<file path="config.mk">
export PLATFORM = sky130hd
export DESIGN_NAME = boot_image_tlv_dependency_walker
export DESIGN_NICKNAME = d
export VERILOG_FILES = /design/src/sv/btw_pkg.sv /design/src/sv/btw_front.sv /design/src/sv/btw_queue.sv /design/src/sv/boot_image_tlv_dependency_walker.sv
export SDC_FILE = /design/constraint.sdc
export NUM_CORES = 2
export LEC_CHECK = 0
export BUFFER_PORTS_ARGS = -buffer_cell sky130_fd_sc_hd__buf_4
export CAP_MARGIN = 30
export CELL_PAD_IN_SITES_DETAIL_PLACEMENT = 1
export CELL_PAD_IN_SITES_GLOBAL_PLACEMENT = 1
export CORE_MARGIN = 5
export CORE_UTILIZATION = 35
export CTS_BUF_LIST = sky130_fd_sc_hd__clkbuf_8
export DETAILED_ROUTE_END_ITERATION = 8
export PLACE_DENSITY_LB_ADDON = 0.1
export SYNTH_ARGS = -nofsm -noshare
export SYNTH_HDL_FRONTEND = slang
export SYNTH_SLANG_ARGS = --single-unit
</file>
<file path="constraint.sdc">
create_clock -name i_clk -period 34.9 [get_ports i_clk]
set_input_delay 1.745 -clock i_clk [delete_from_list [all_inputs] [get_ports i_clk]]
set_output_delay 1.745 -clock i_clk [all_outputs]
set_load 0.03 [all_outputs]
</file>
<file path="src/sv/btw_pkg.sv">
// package for the boot image tlv dependency walker
// types, constants and result record shared by the front, queue and top level; no dependencies
`default_nettype none
package btw_pkg;
    localparam int MaxEntriesDefault = 64;
    localparam logic [15:0] MagicUnprot = 16'h6907;
    localparam logic [15:0] MagicProt = 16'h6908;
    localparam logic [15:0] TypeDep = 16'h0040;
    localparam logic [32:0] HdrBytes = 33'd4;
    localparam logic [15:0] DepBytes = 16'd12;

    localparam logic [1:0] RegHeaderSize = 2'd0;
    localparam logic [1:0] RegPayloadSize = 2'd1;
    localparam logic [1:0] RegProtSize = 2'd2;
    localparam logic [1:0] RegImageLength = 2'd3;

    typedef enum logic [2:0] {
        ST_OK = 3'd0, ST_NO_AREA = 3'd1, ST_PROT_SIZE = 3'd2, ST_NO_UNPROT = 3'd3,
        ST_PAST_END = 3'd4, ST_TOO_MANY = 3'd5, ST_OVERRUN = 3'd6, ST_BAD_LEN = 3'd7
    } t_status;

    // one result record, as queued between front and back
    typedef struct packed {
        logic        kind;
        logic [7:0]  dep_image;
        logic [7:0]  min_major;
        logic [7:0]  min_minor;
        logic [15:0] min_revision;
        logic [31:0] min_build;
        logic [2:0]  status;
        logic        last;
    } t_result;
endpackage
`default_nettype wire

</file>
<file path="src/sv/btw_front.sv">
// front part: byte counter, area header checks and entry walk
// depends on btw_pkg; emits up to two result records per byte
`default_nettype none
module btw_front #(
    parameter int MAX_ENTRIES = btw_pkg::MaxEntriesDefault
) (
    input  wire logic                  i_clk,
    input  wire logic                  i_rst_n,
    input  wire logic                  i_valid,
    input  wire logic [7:0]            i_byte,
    input  wire logic [15:0]           i_header_size,
    input  wire logic [31:0]           i_payload_size,
    input  wire logic [15:0]           i_prot_size,
    input  wire logic [31:0]           i_image_length,
    output logic                       o_rec_valid,
    output btw_pkg::t_result           o_rec,
    output logic                       o_fin_valid,
    output btw_pkg::t_result           o_fin
);
    import btw_pkg::*;
    localparam int EW = $clog2(MAX_ENTRIES + 1) + 1;
    localparam logic [EW-1:0] MaxE = EW'(MAX_ENTRIES);

    typedef enum logic [3:0] {
        PH_FIRST = 4'b0001, PH_SECOND = 4'b0010, PH_READY = 4'b0100, PH_FAILED = 4'b1000
    } t_phase;
    typedef enum logic [2:0] {W_OFF = 3'b001, W_HDR = 3'b010, W_VAL = 3'b100} t_walk;

    logic [32:0] r_off, n_off, r_next, n_next, r_pend, n_pend;
    logic [32:0] r_pend_end, n_pend_end, r_area_end, n_area_end;
    t_phase r_phase, n_phase;
    t_walk r_walk, n_walk;
    logic [15:0] r_etype, n_etype, r_elen, n_elen;
    logic [EW-1:0] r_seen, n_seen;
    logic [2:0] r_err, n_err;
    logic [31:0] r_aw, n_aw;
    logic r_prot, n_prot, r_pv, n_pv, r_pbad, n_pbad, r_fin, n_fin;
    logic [7:0] r_val [12];
    logic [3:0] val_idx;
    logic val_we;

    // scratch
    logic [32:0] base, start, eend, at, d_ent, d_val;
    logic [31:0] aw;
    logic hit;
    logic [1:0] idx;
    logic known, dep, ok_len, stop;

    // registers
    always_ff @(posedge i_clk) begin
        if (!i_rst_n) begin
            r_off <= '0; r_next <= '0; r_pend <= '0; r_area_end <= '0;
            r_phase <= PH_FIRST; r_walk <= W_OFF; r_seen <= '0; r_err <= '0;
            r_prot <= 1'b0; r_pv <= 1'b0; r_pbad <= 1'b0; r_fin <= 1'b0;
        end else begin
            r_off <= n_off; r_next <= n_next; r_pend <= n_pend;
            r_area_end <= n_area_end; r_phase <= n_phase; r_walk <= n_walk;
            r_seen <= n_seen; r_err <= n_err; r_prot <= n_prot; r_pv <= n_pv;
            r_pbad <= n_pbad; r_fin <= n_fin;
        end
    end
    // payload registers; r_pend holds the end of the protected area
    always_ff @(posedge i_clk) begin
        r_etype <= n_etype; r_elen <= n_elen; r_aw <= n_aw; r_pend_end <= n_pend_end;
        if (val_we) r_val[val_idx] <= i_byte;
    end

    // per-byte update
    always_comb begin
        n_off = r_off; n_next = r_next; n_pend = r_pend; n_area_end = r_area_end;
        n_phase = r_phase; n_walk = r_walk; n_seen = r_seen; n_err = r_err;
        n_prot = r_prot; n_pv = r_pv; n_pbad = r_pbad; n_fin = r_fin;
        n_etype = r_etype; n_elen = r_elen; n_aw = r_aw; n_pend_end = r_pend_end;
        o_rec_valid = 1'b0; o_fin_valid = 1'b0; o_rec = '0; o_fin = '0;
        val_we = 1'b0; val_idx = '0;
        base = 33'(i_header_size) + 33'(i_payload_size);
        start = (r_phase == PH_FIRST) ? base : r_pend;
        aw = r_aw; idx = '0; at = r_next; eend = '0; known = 1'b0; dep = 1'b0;
        ok_len = 1'b0; stop = 1'b0; hit = 1'b0;
        d_ent = r_off - r_next;
        d_val = r_off - r_next - HdrBytes;
        if (i_valid && !r_fin && (r_off < 33'(i_image_length))) begin
            // area header bytes
            hit = ((r_phase == PH_FIRST) || (r_phase == PH_SECOND)) &&
                  (r_off >= start) && (r_off - start <= 33'd3);
            if (hit) begin
                idx = 2'(r_off - start);
                if (idx == 2'd0) aw = '0;
                aw = aw | (32'(i_byte) << {idx, 3'b000});
                n_aw = aw;
                if (idx == 2'd3) begin
                    if (r_phase == PH_FIRST) begin
                        if (aw[15:0] == MagicProt) begin
                            if (aw[31:16] != i_prot_size || aw[31:16] < 16'd4) begin
                                n_err = ST_PROT_SIZE; n_phase = PH_FAILED;
                                n_walk = W_OFF; n_pv = 1'b0;
                            end else begin
                                n_prot = 1'b1; n_pend = base + 33'(aw[31:16]);
                                n_phase = PH_SECOND;
                            end
                        end else if (aw[15:0] != MagicUnprot || i_prot_size != 16'd0) begin
                            n_err = ST_NO_AREA; n_phase = PH_FAILED;
                            n_walk = W_OFF; n_pv = 1'b0;
                        end else begin
                            n_prot = 1'b0; n_pend = base;
                            if (aw[31:16] < 16'd4 ||
                                33'(aw[31:16]) > 33'(i_image_length) - base) begin
                                n_err = ST_PAST_END; n_phase = PH_FAILED;
                                n_walk = W_OFF; n_pv = 1'b0;
                            end else begin
                                n_area_end = base + 33'(aw[31:16]); n_phase = PH_READY;
                            end
                        end
                        if (n_phase != PH_FAILED) begin
                            n_walk = W_HDR; n_next = base + HdrBytes; n_seen = '0;
                        end
                    end else begin
                        if (aw[15:0] != MagicUnprot) begin
                            n_err = ST_NO_UNPROT; n_phase = PH_FAILED;
                            n_walk = W_OFF; n_pv = 1'b0;
                        end else if (aw[31:16] < 16'd4 ||
                                33'(aw[31:16]) > 33'(i_image_length) - r_pend) begin
                            n_err = ST_PAST_END; n_phase = PH_FAILED;
                            n_walk = W_OFF; n_pv = 1'b0;
                        end else begin
                            n_area_end = r_pend + 33'(aw[31:16]); n_phase = PH_READY;
                            if (r_pv) begin
                                n_pv = 1'b0;
                                if (r_pend_end > n_area_end) begin
                                    if (n_err == ST_OK) n_err = ST_OVERRUN;
                                    n_walk = W_OFF;
                                end else if (r_pbad) begin
                                    if (n_err == ST_OK) n_err = ST_BAD_LEN;
                                    n_walk = W_OFF;
                                end
                            end
                        end
                    end
                end
            end
            // entry walk (uses state after area header handling)
            if (r_walk == W_HDR && n_walk == W_HDR && r_off >= r_next &&
                d_ent <= 33'd3) begin
                unique case (d_ent[1:0])
                    2'd0: n_etype = {8'h00, i_byte};
                    2'd1: n_etype = {i_byte, r_etype[7:0]};
                    2'd2: n_elen = {8'h00, i_byte};
                    default: begin
                        n_elen = {i_byte, r_elen[7:0]};
                        known = (n_phase == PH_READY);
                        eend = at + HdrBytes + 33'(n_elen);
                        dep = (r_etype == TypeDep);
                        ok_len = (n_elen == DepBytes);
                        if (known && at >= n_area_end) begin
                            n_walk = W_OFF; stop = 1'b1;
                        end else if (r_seen >= MaxE) begin
                            if (n_err == ST_OK) n_err = ST_TOO_MANY;
                            n_walk = W_OFF; n_pv = 1'b0; stop = 1'b1;
                        end else if (n_prot && at == n_pend) begin
                            n_seen = r_seen + 1'b1; n_next = at + HdrBytes; stop = 1'b1;
                        end else if (known) begin
                            if (at + HdrBytes > n_area_end || eend > n_area_end) begin
                                if (n_err == ST_OK) n_err = ST_OVERRUN;
                                n_walk = W_OFF; n_pv = 1'b0; stop = 1'b1;
                            end else if (dep && !ok_len) begin
                                if (n_err == ST_OK) n_err = ST_BAD_LEN;
                                n_walk = W_OFF; n_pv = 1'b0; stop = 1'b1;
                            end
                        end else if (eend > n_pend + HdrBytes) begin
                            n_pv = 1'b1; n_pend_end = eend; n_pbad = dep && !ok_len;
                        end else if (dep && !ok_len) begin
                            if (n_err == ST_OK) n_err = ST_BAD_LEN;
                            n_walk = W_OFF; n_pv = 1'b0; stop = 1'b1;
                        end
                        if (!stop) begin
                            n_seen = r_seen + 1'b1;
                            if (dep && ok_len) n_walk = W_VAL;
                            else n_next = eend;
                        end
                    end
                endcase
            end else if (r_walk == W_VAL && n_walk == W_VAL &&
                         r_off >= r_next + HdrBytes && d_val <= 33'd11) begin
                val_we = 1'b1; val_idx = d_val[3:0];
                if (d_val[3:0] == 4'd11) begin
                    o_rec_valid = 1'b1;
                    o_rec.dep_image = r_val[0];
                    o_rec.min_major = r_val[4];
                    o_rec.min_minor = r_val[5];
                    o_rec.min_revision = {r_val[7], r_val[6]};
                    o_rec.min_build = {i_byte, r_val[10], r_val[9], r_val[8]};
                    n_next = r_next + HdrBytes + 33'(DepBytes);
                    n_walk = W_HDR;
                end
            end
            // final status after the last byte
            n_off = r_off + 1'b1;
            if (n_off == 33'(i_image_length)) begin
                if (n_phase == PH_FIRST) begin
                    n_err = ST_NO_AREA; n_phase = PH_FAILED; n_walk = W_OFF;
                end else if (n_phase == PH_SECOND) begin
                    n_err = ST_NO_UNPROT; n_phase = PH_FAILED; n_walk = W_OFF;
                end else if (n_phase == PH_READY && n_walk == W_HDR && n_err == ST_OK &&
                             n_next < n_area_end) begin
                    n_err = (n_seen >= MaxE) ? ST_TOO_MANY : ST_OVERRUN;
                    n_walk = W_OFF;
                end
                n_fin = 1'b1;
                o_fin_valid = 1'b1; o_fin.kind = 1'b1; o_fin.status = n_err;
                o_fin.last = 1'b1;
            end
        end
    end
endmodule
`default_nettype wire

</file>
<file path="src/sv/btw_queue.sv">
// result queue between front and back; two writes per cycle, one read
// depends on btw_pkg
`default_nettype none
module btw_queue #(
    parameter int DEPTH = 4
) (
    input  wire logic              i_clk,
    input  wire logic              i_rst_n,
    input  wire logic              i_wr0,
    input  wire btw_pkg::t_result  i_d0,
    input  wire logic              i_wr1,
    input  wire btw_pkg::t_result  i_d1,
    input  wire logic              i_rd,
    output btw_pkg::t_result       o_q,
    output logic                   o_empty,
    output logic                   o_almost_full
);
    import btw_pkg::*;
    localparam int AW = $clog2(DEPTH);
    t_result r_mem [DEPTH];
    logic [AW-1:0] r_wp, r_rp;
    logic [AW:0] r_cnt, n_cnt;
    logic [AW-1:0] wp1;

    assign wp1 = r_wp + (i_wr0 ? AW'(1) : AW'(0));
    assign o_q = r_mem[r_rp];
    assign o_empty = (r_cnt == '0);
    // room for two more records must be left before the next byte
    assign o_almost_full = (r_cnt > (AW+1)'(DEPTH - 2));
    assign n_cnt = r_cnt + (AW+1)'(i_wr0) + (AW+1)'(i_wr1) - (AW+1)'(i_rd && !o_empty);

    // pointers
    always_ff @(posedge i_clk) begin
        if (!i_rst_n) begin
            r_wp <= '0; r_rp <= '0; r_cnt <= '0;
        end else begin
            r_wp <= wp1 + (i_wr1 ? AW'(1) : AW'(0));
            if (i_rd && !o_empty) r_rp <= r_rp + 1'b1;
            r_cnt <= n_cnt;
        end
    end
    // storage
    always_ff @(posedge i_clk) begin
        if (i_wr0) r_mem[r_wp] <= i_d0;
        if (i_wr1) r_mem[wp1] <= i_d1;
    end
endmodule
`default_nettype wire

</file>
<file path="src/sv/boot_image_tlv_dependency_walker.sv">
// top level: config registers, byte front end and result queue
// depends on btw_pkg, btw_front, btw_queue
//
// channel  | direction | handshake       | payload
// input    | in        | push / full     | i_data_byte
// result   | out       | empty / pop     | o_result_kind .. o_is_last
// config   | in        | i_cfg_we        | i_cfg_index, i_cfg_data
//
// one byte per cycle while full is low; each byte is classified in the cycle it is taken
// a byte gives at most two results, placed in a four-entry queue
// full rises when fewer than two queue slots are free
// synchronous active-low reset; no clearing pass
`default_nettype none
module boot_image_tlv_dependency_walker #(
    parameter int MAX_ENTRIES = btw_pkg::MaxEntriesDefault
) (
    input  wire logic        i_clk,
    input  wire logic        i_rst_n,
    input  wire logic        push,
    output logic             full,
    input  wire logic [7:0]  i_data_byte,
    output logic             empty,
    input  wire logic        pop,
    output logic             o_result_kind,
    output logic [7:0]       o_dep_image,
    output logic [7:0]       o_min_major,
    output logic [7:0]       o_min_minor,
    output logic [15:0]      o_min_revision,
    output logic [31:0]      o_min_build,
    output logic [2:0]       o_parse_status,
    output logic             o_is_last,
    input  wire logic        i_cfg_we,
    input  wire logic [1:0]  i_cfg_index,
    input  wire logic [31:0] i_cfg_data
);
    import btw_pkg::*;
    logic [15:0] r_header_size, r_prot_size;
    logic [31:0] r_payload_size, r_image_length;
    logic rec_v, fin_v, acc;
    t_result rec, fin, q;

    // config registers
    always_ff @(posedge i_clk) begin
        if (!i_rst_n) begin
            r_header_size <= '0; r_payload_size <= '0;
            r_prot_size <= '0; r_image_length <= '0;
        end else if (i_cfg_we) begin
            unique case (i_cfg_index)
                RegHeaderSize:  r_header_size <= i_cfg_data[15:0];
                RegPayloadSize: r_payload_size <= i_cfg_data;
                RegProtSize:    r_prot_size <= i_cfg_data[15:0];
                default:        r_image_length <= i_cfg_data;
            endcase
        end
    end

    assign acc = push && !full;

    btw_front #(.MAX_ENTRIES(MAX_ENTRIES)) u_front (
        .i_clk, .i_rst_n, .i_valid(acc), .i_byte(i_data_byte),
        .i_header_size(r_header_size), .i_payload_size(r_payload_size),
        .i_prot_size(r_prot_size), .i_image_length(r_image_length),
        .o_rec_valid(rec_v), .o_rec(rec), .o_fin_valid(fin_v), .o_fin(fin)
    );

    btw_queue #(.DEPTH(4)) u_queue (
        .i_clk, .i_rst_n, .i_wr0(rec_v), .i_d0(rec), .i_wr1(fin_v), .i_d1(fin),
        .i_rd(pop), .o_q(q), .o_empty(empty), .o_almost_full(full)
    );

    assign o_result_kind = q.kind;
    assign o_dep_image = q.dep_image;
    assign o_min_major = q.min_major;
    assign o_min_minor = q.min_minor;
    assign o_min_revision = q.min_revision;
    assign o_min_build = q.min_build;
    assign o_parse_status = q.status;
    assign o_is_last = q.last;
endmodule
`default_nettype wire

</file>
==> flow_metrics.py <==
metrics = {
    "status": {
        "status": "finished, final reports clean",
    },
    "die": {
        "rows": 147,
        "die_x_um": 412,
        "io_pins": 126,
        "core_region_area_mm2": 0.161,
        "initial_core_util": 0.352,
        "die_y_um": 412,
        "die_area_mm2": 0.170,
    },
    "worst_setup_path": {
        "crit_top_cell": "a21oi_1",
        "reg2reg_to": "u_queue.r_mem[2][2]",
        "reg2reg_slack_ns": 15.99,
        "cp_top_family": "simple AND/OR/NAND/NOR gates",
        "cp-start-kind": "register",
        "crit_type": "register to register",
        "worstPathArrival_ns": 19.64,
        "crit_fanout": 15,
        "slowest_delay_ns": 0.83,
        "crit_start": "r_header_size[15]",
        "endpoint": "u_queue.r_mem[2][2]",
        "cp-end-kind": "register",
        "regToRegStartpoint": "r_header_size[15]",
        "slowest_stage": "a22oi_1",
        "crit_buf_inv": 2,
        "crit_cells": 65,
        "critPathRequiredTime_ns": 35.63,
        "r2r_cells": 65,
    },
    "timing": {
        "hold_violations": 0,
        "period_needed_ns": 18.91,
        "fin_crit_sh": 0.542,
        "fin_setup_tns_ns": 0,
        "skew_ns": 0.0872,
        "final-setup-viol-count": 0,
        "tightestPinTransition_ns": 1.10,
        "timing.fmax_ghz": 0.0529,
        "rsz0062_at_grt": "no",
        "slew_viol_final": 0,
        "maxSlewHeadroom": 0.261,
    },
    "placed_design": {
        "gp_congestion": 1.02,
        "hpwl_um": 222000,
        "dp.cells": 9331,
        "port_buffers": 125,
    },
    "global_route": {
        "overflow": 0,
        "grtUsageTotal": 0.327,
        "grt_pass1_vias": 57455,
        "grt_pass1_wl_um": 410000,
        "grt_max_degree": 76,
        "antenna_found_initial": 16,
    },
    "detailed_routing": {
        "vias_per_cell": 6.06,
        "drtAntennaViolNets": 0,
        "route.detailed.drc": 0,
        "num_vias": 58248,
        "drt_iter0_drc": 4820,
        "wl_per_cell_um": 29.9,
        "first_pass_iters": 8,
        "routed_wl_um": 288000,
    },
    "synth": {
        "synth_cells": 7226,
        "syn_nets": 7779,
        "ys_ff_latch": 716,
        "seq_area_frac_synth": 0.283,
        "synth_area_leaders": "dfxtp_1 19%, ha_1 11%, edfxtp_1 9.0%",
        "async_flop_share": 0,
        "synth.distinct_cells": 115,
        "yosysTopAreaCell": "dfxtp_1",
        "synth_edf_count": 169,
        "synthFlopType": "dfxtp_1",
        "syn-cell-area_mm2": 0.0565,
        "yosysTopAreaCellShare": 0.194,
        "yosysWarnings": 0,
        "syn_area_per_cell_um2": 7.82,
    },
    "finish": {
        "final_cell_mix": "1276 x nand2_1, 871 x a21oi_1, 545 x dfxtp_1, 496 x ha_1, 472 x nor2_1",
        "final_common_cell": "nand2_1",
        "fillers": 19371,
        "drive_gt1_frac": 0.102,
        "area_delta_synth_final_pct": 12.0,
        "nNetsFinal": 7870,
        "stdcell_count": 9605,
    },
    "cts": {
        "cts_tree": "built",
        "numCtsBuffers": 141,
        "clockRootBuffer": "clkbuf_8",
        "cts_sinks": 716,
        "clkTransAtPathRegs_ns": 0.06,
        "cts.repair.resized": 0,
        "cts_setup_buffers": 0,
        "h-tree-depth": 4,
        "clock_latency_ns": 0.93,
        "hold_buffers": 0,
        "clk_path_buf_depth": 3,
    },
    "power_and_ir_drop": {
        "combPwrFrac": 0.371,
        "switching_share": 0.413,
        "p_seq_frac": 0.314,
        "p_switching_uw": 1180,
        "p_leak_uw": 0.0248,
        "p_clk_frac": 0.315,
        "powerDensity_mw_per_mm2": 45.0,
        "p_int_uw": 1670,
        "vdd_drop_max_v": 0.0000328,
    },
    "job": {
        "cap_violations": 0,
    },
    "hold_path": {
        "min_path_type": "register to register",
    },
}
[cells in the mapped netlist, types with 20 or more instances]
cell type	n
a211oi_1	73
a21boi_0	20
a21o_1	130
a21oi_1	873
a22o_1	25
a22oi_1	24
a31oi_1	47
and2_1	67
and3_1	69
buf_1	39
buf_2	65
clkbuf_1	275
dfxtp_1	547
edfxtp_1	169
ha_1	496
inv_1	253
mux2i_1	41
mux4_2	76
nand2_1	1278
nand2b_1	70
nand3_1	156
nand4_1	149
nor2_1	476
nor2b_1	87
nor3_1	166
nor4_1	54
o211ai_1	51
o21a_1	58
o21ai_0	305
o21bai_1	34
o22ai_1	65
o31ai_1	26
or2_2	36
or3_1	45
or4_1	32
xnor2_1	312
xor2_1	104
[tightest hold or removal path: cells and delay by family, from the launching register on]
| kind | cells | cell delay (ns) |
|---|---|---|
| compound gates | 1 | 0.05 |
| flops | 1 | 0.31 |
| simple gates | 1 | 0.05 |
[state kept, by name, summed over array words and instances, names as in the netlist, 33 cells and up, named ones only]
register and flops:
u_front.r_pend 33, u_front.at 33, u_front.r_val 64, u_front.r_pend_end 33, u_front.r_off 33, u_queue.r_mem 304
u_front.r_area_end 33
[worst min path at each step]
stage,start,end,slack [ns],depth (start not counted)
final,u_queue.r_mem[1][69],u_queue.r_mem[1][69],0.45,2
after global routing,u_queue.r_mem[1][34],u_queue.r_mem[1][34],0.46,2
after CTS,u_queue.r_mem[0][58],u_queue.r_mem[0][58],0.45,2
after detailed placement,u_queue.r_mem[2][65],u_queue.r_mem[2][65],0.44,2
after global placement,u_queue.r_mem[2][20],u_queue.r_mem[2][20],0.43,2
after floorplan,u_queue.r_mem[2][4],u_queue.r_mem[2][4],0.43,2
[cells by family after synthesis]
group	count (synthesis)	share of synthesized area
AOI/OAI and AO/OA	1992	0.220
DFF	716	0.283
and+or+nand+nor	2812	0.233
adders and majority gates	507	0.113
buffers and inverters	651	0.0454
muxes	131	0.0403
xor gates and xnor gates	417	0.0648
[layout make-up]
class / instances / area [µm²] / share of cell area
clock buffer: 159 / 2190 / 0.0346
multi-input combinational: 5859 / 38100 / 0.602
tap: 2160 / 2700 / 0.0427
timing repair buffer: 336 / 2510 / 0.0397
antenna: 12 / 30.0 / 0.000474
sequential: 716 / 16000 / 0.253
clock inverter: 100 / 722 / 0.0114
inverter: 263 / 992 / 0.0157
[power groups by stage]
stage | logic (µW) | registers (µW) | clock network, µW
after floorplan | 653 | 891 | 0
after global placement | 1010 | 914 | 0
after detailed placement | 1030 | 914 | 0
after CTS | 1030 | 896 | 921
after global routing | 1130 | 897 | 957
final | 1060 | 896 | 898
[metrics by stage]
| stage | area [µm²] | total power (µW) | hold WS [ns] | util | setup slack [ns] |
|---|---|---|---|---|---|
| after global routing | 63300 | 2980 | 0.464 | 0.394 | 15.26 |
| after CTS | 63300 | 2850 | 0.451 | 0.394 | 16.65 |
| after global placement | 60300 | 1930 | 0.435 | 0.375 | 16.77 |
| after floorplan | 56500 | 1540 | 0.429 | - | 22.19 |
| final | 63300 | 2850 | 0.450 | 0.394 | 15.99 |
| after detailed placement | 60400 | 1940 | 0.444 | 0.376 | 16.72 |
[layer usage]
metal,up-vias,part of all wire,global-route usage
met3,615,0.067,0.0494
met4,6,0.064,0.170
li1,26281,-,-
met1,29114,0.43,0.438
met2,2232,0.43,0.509
met5,-,0.00016,0
Note: power is estimated with default switching activity, not from simulation.
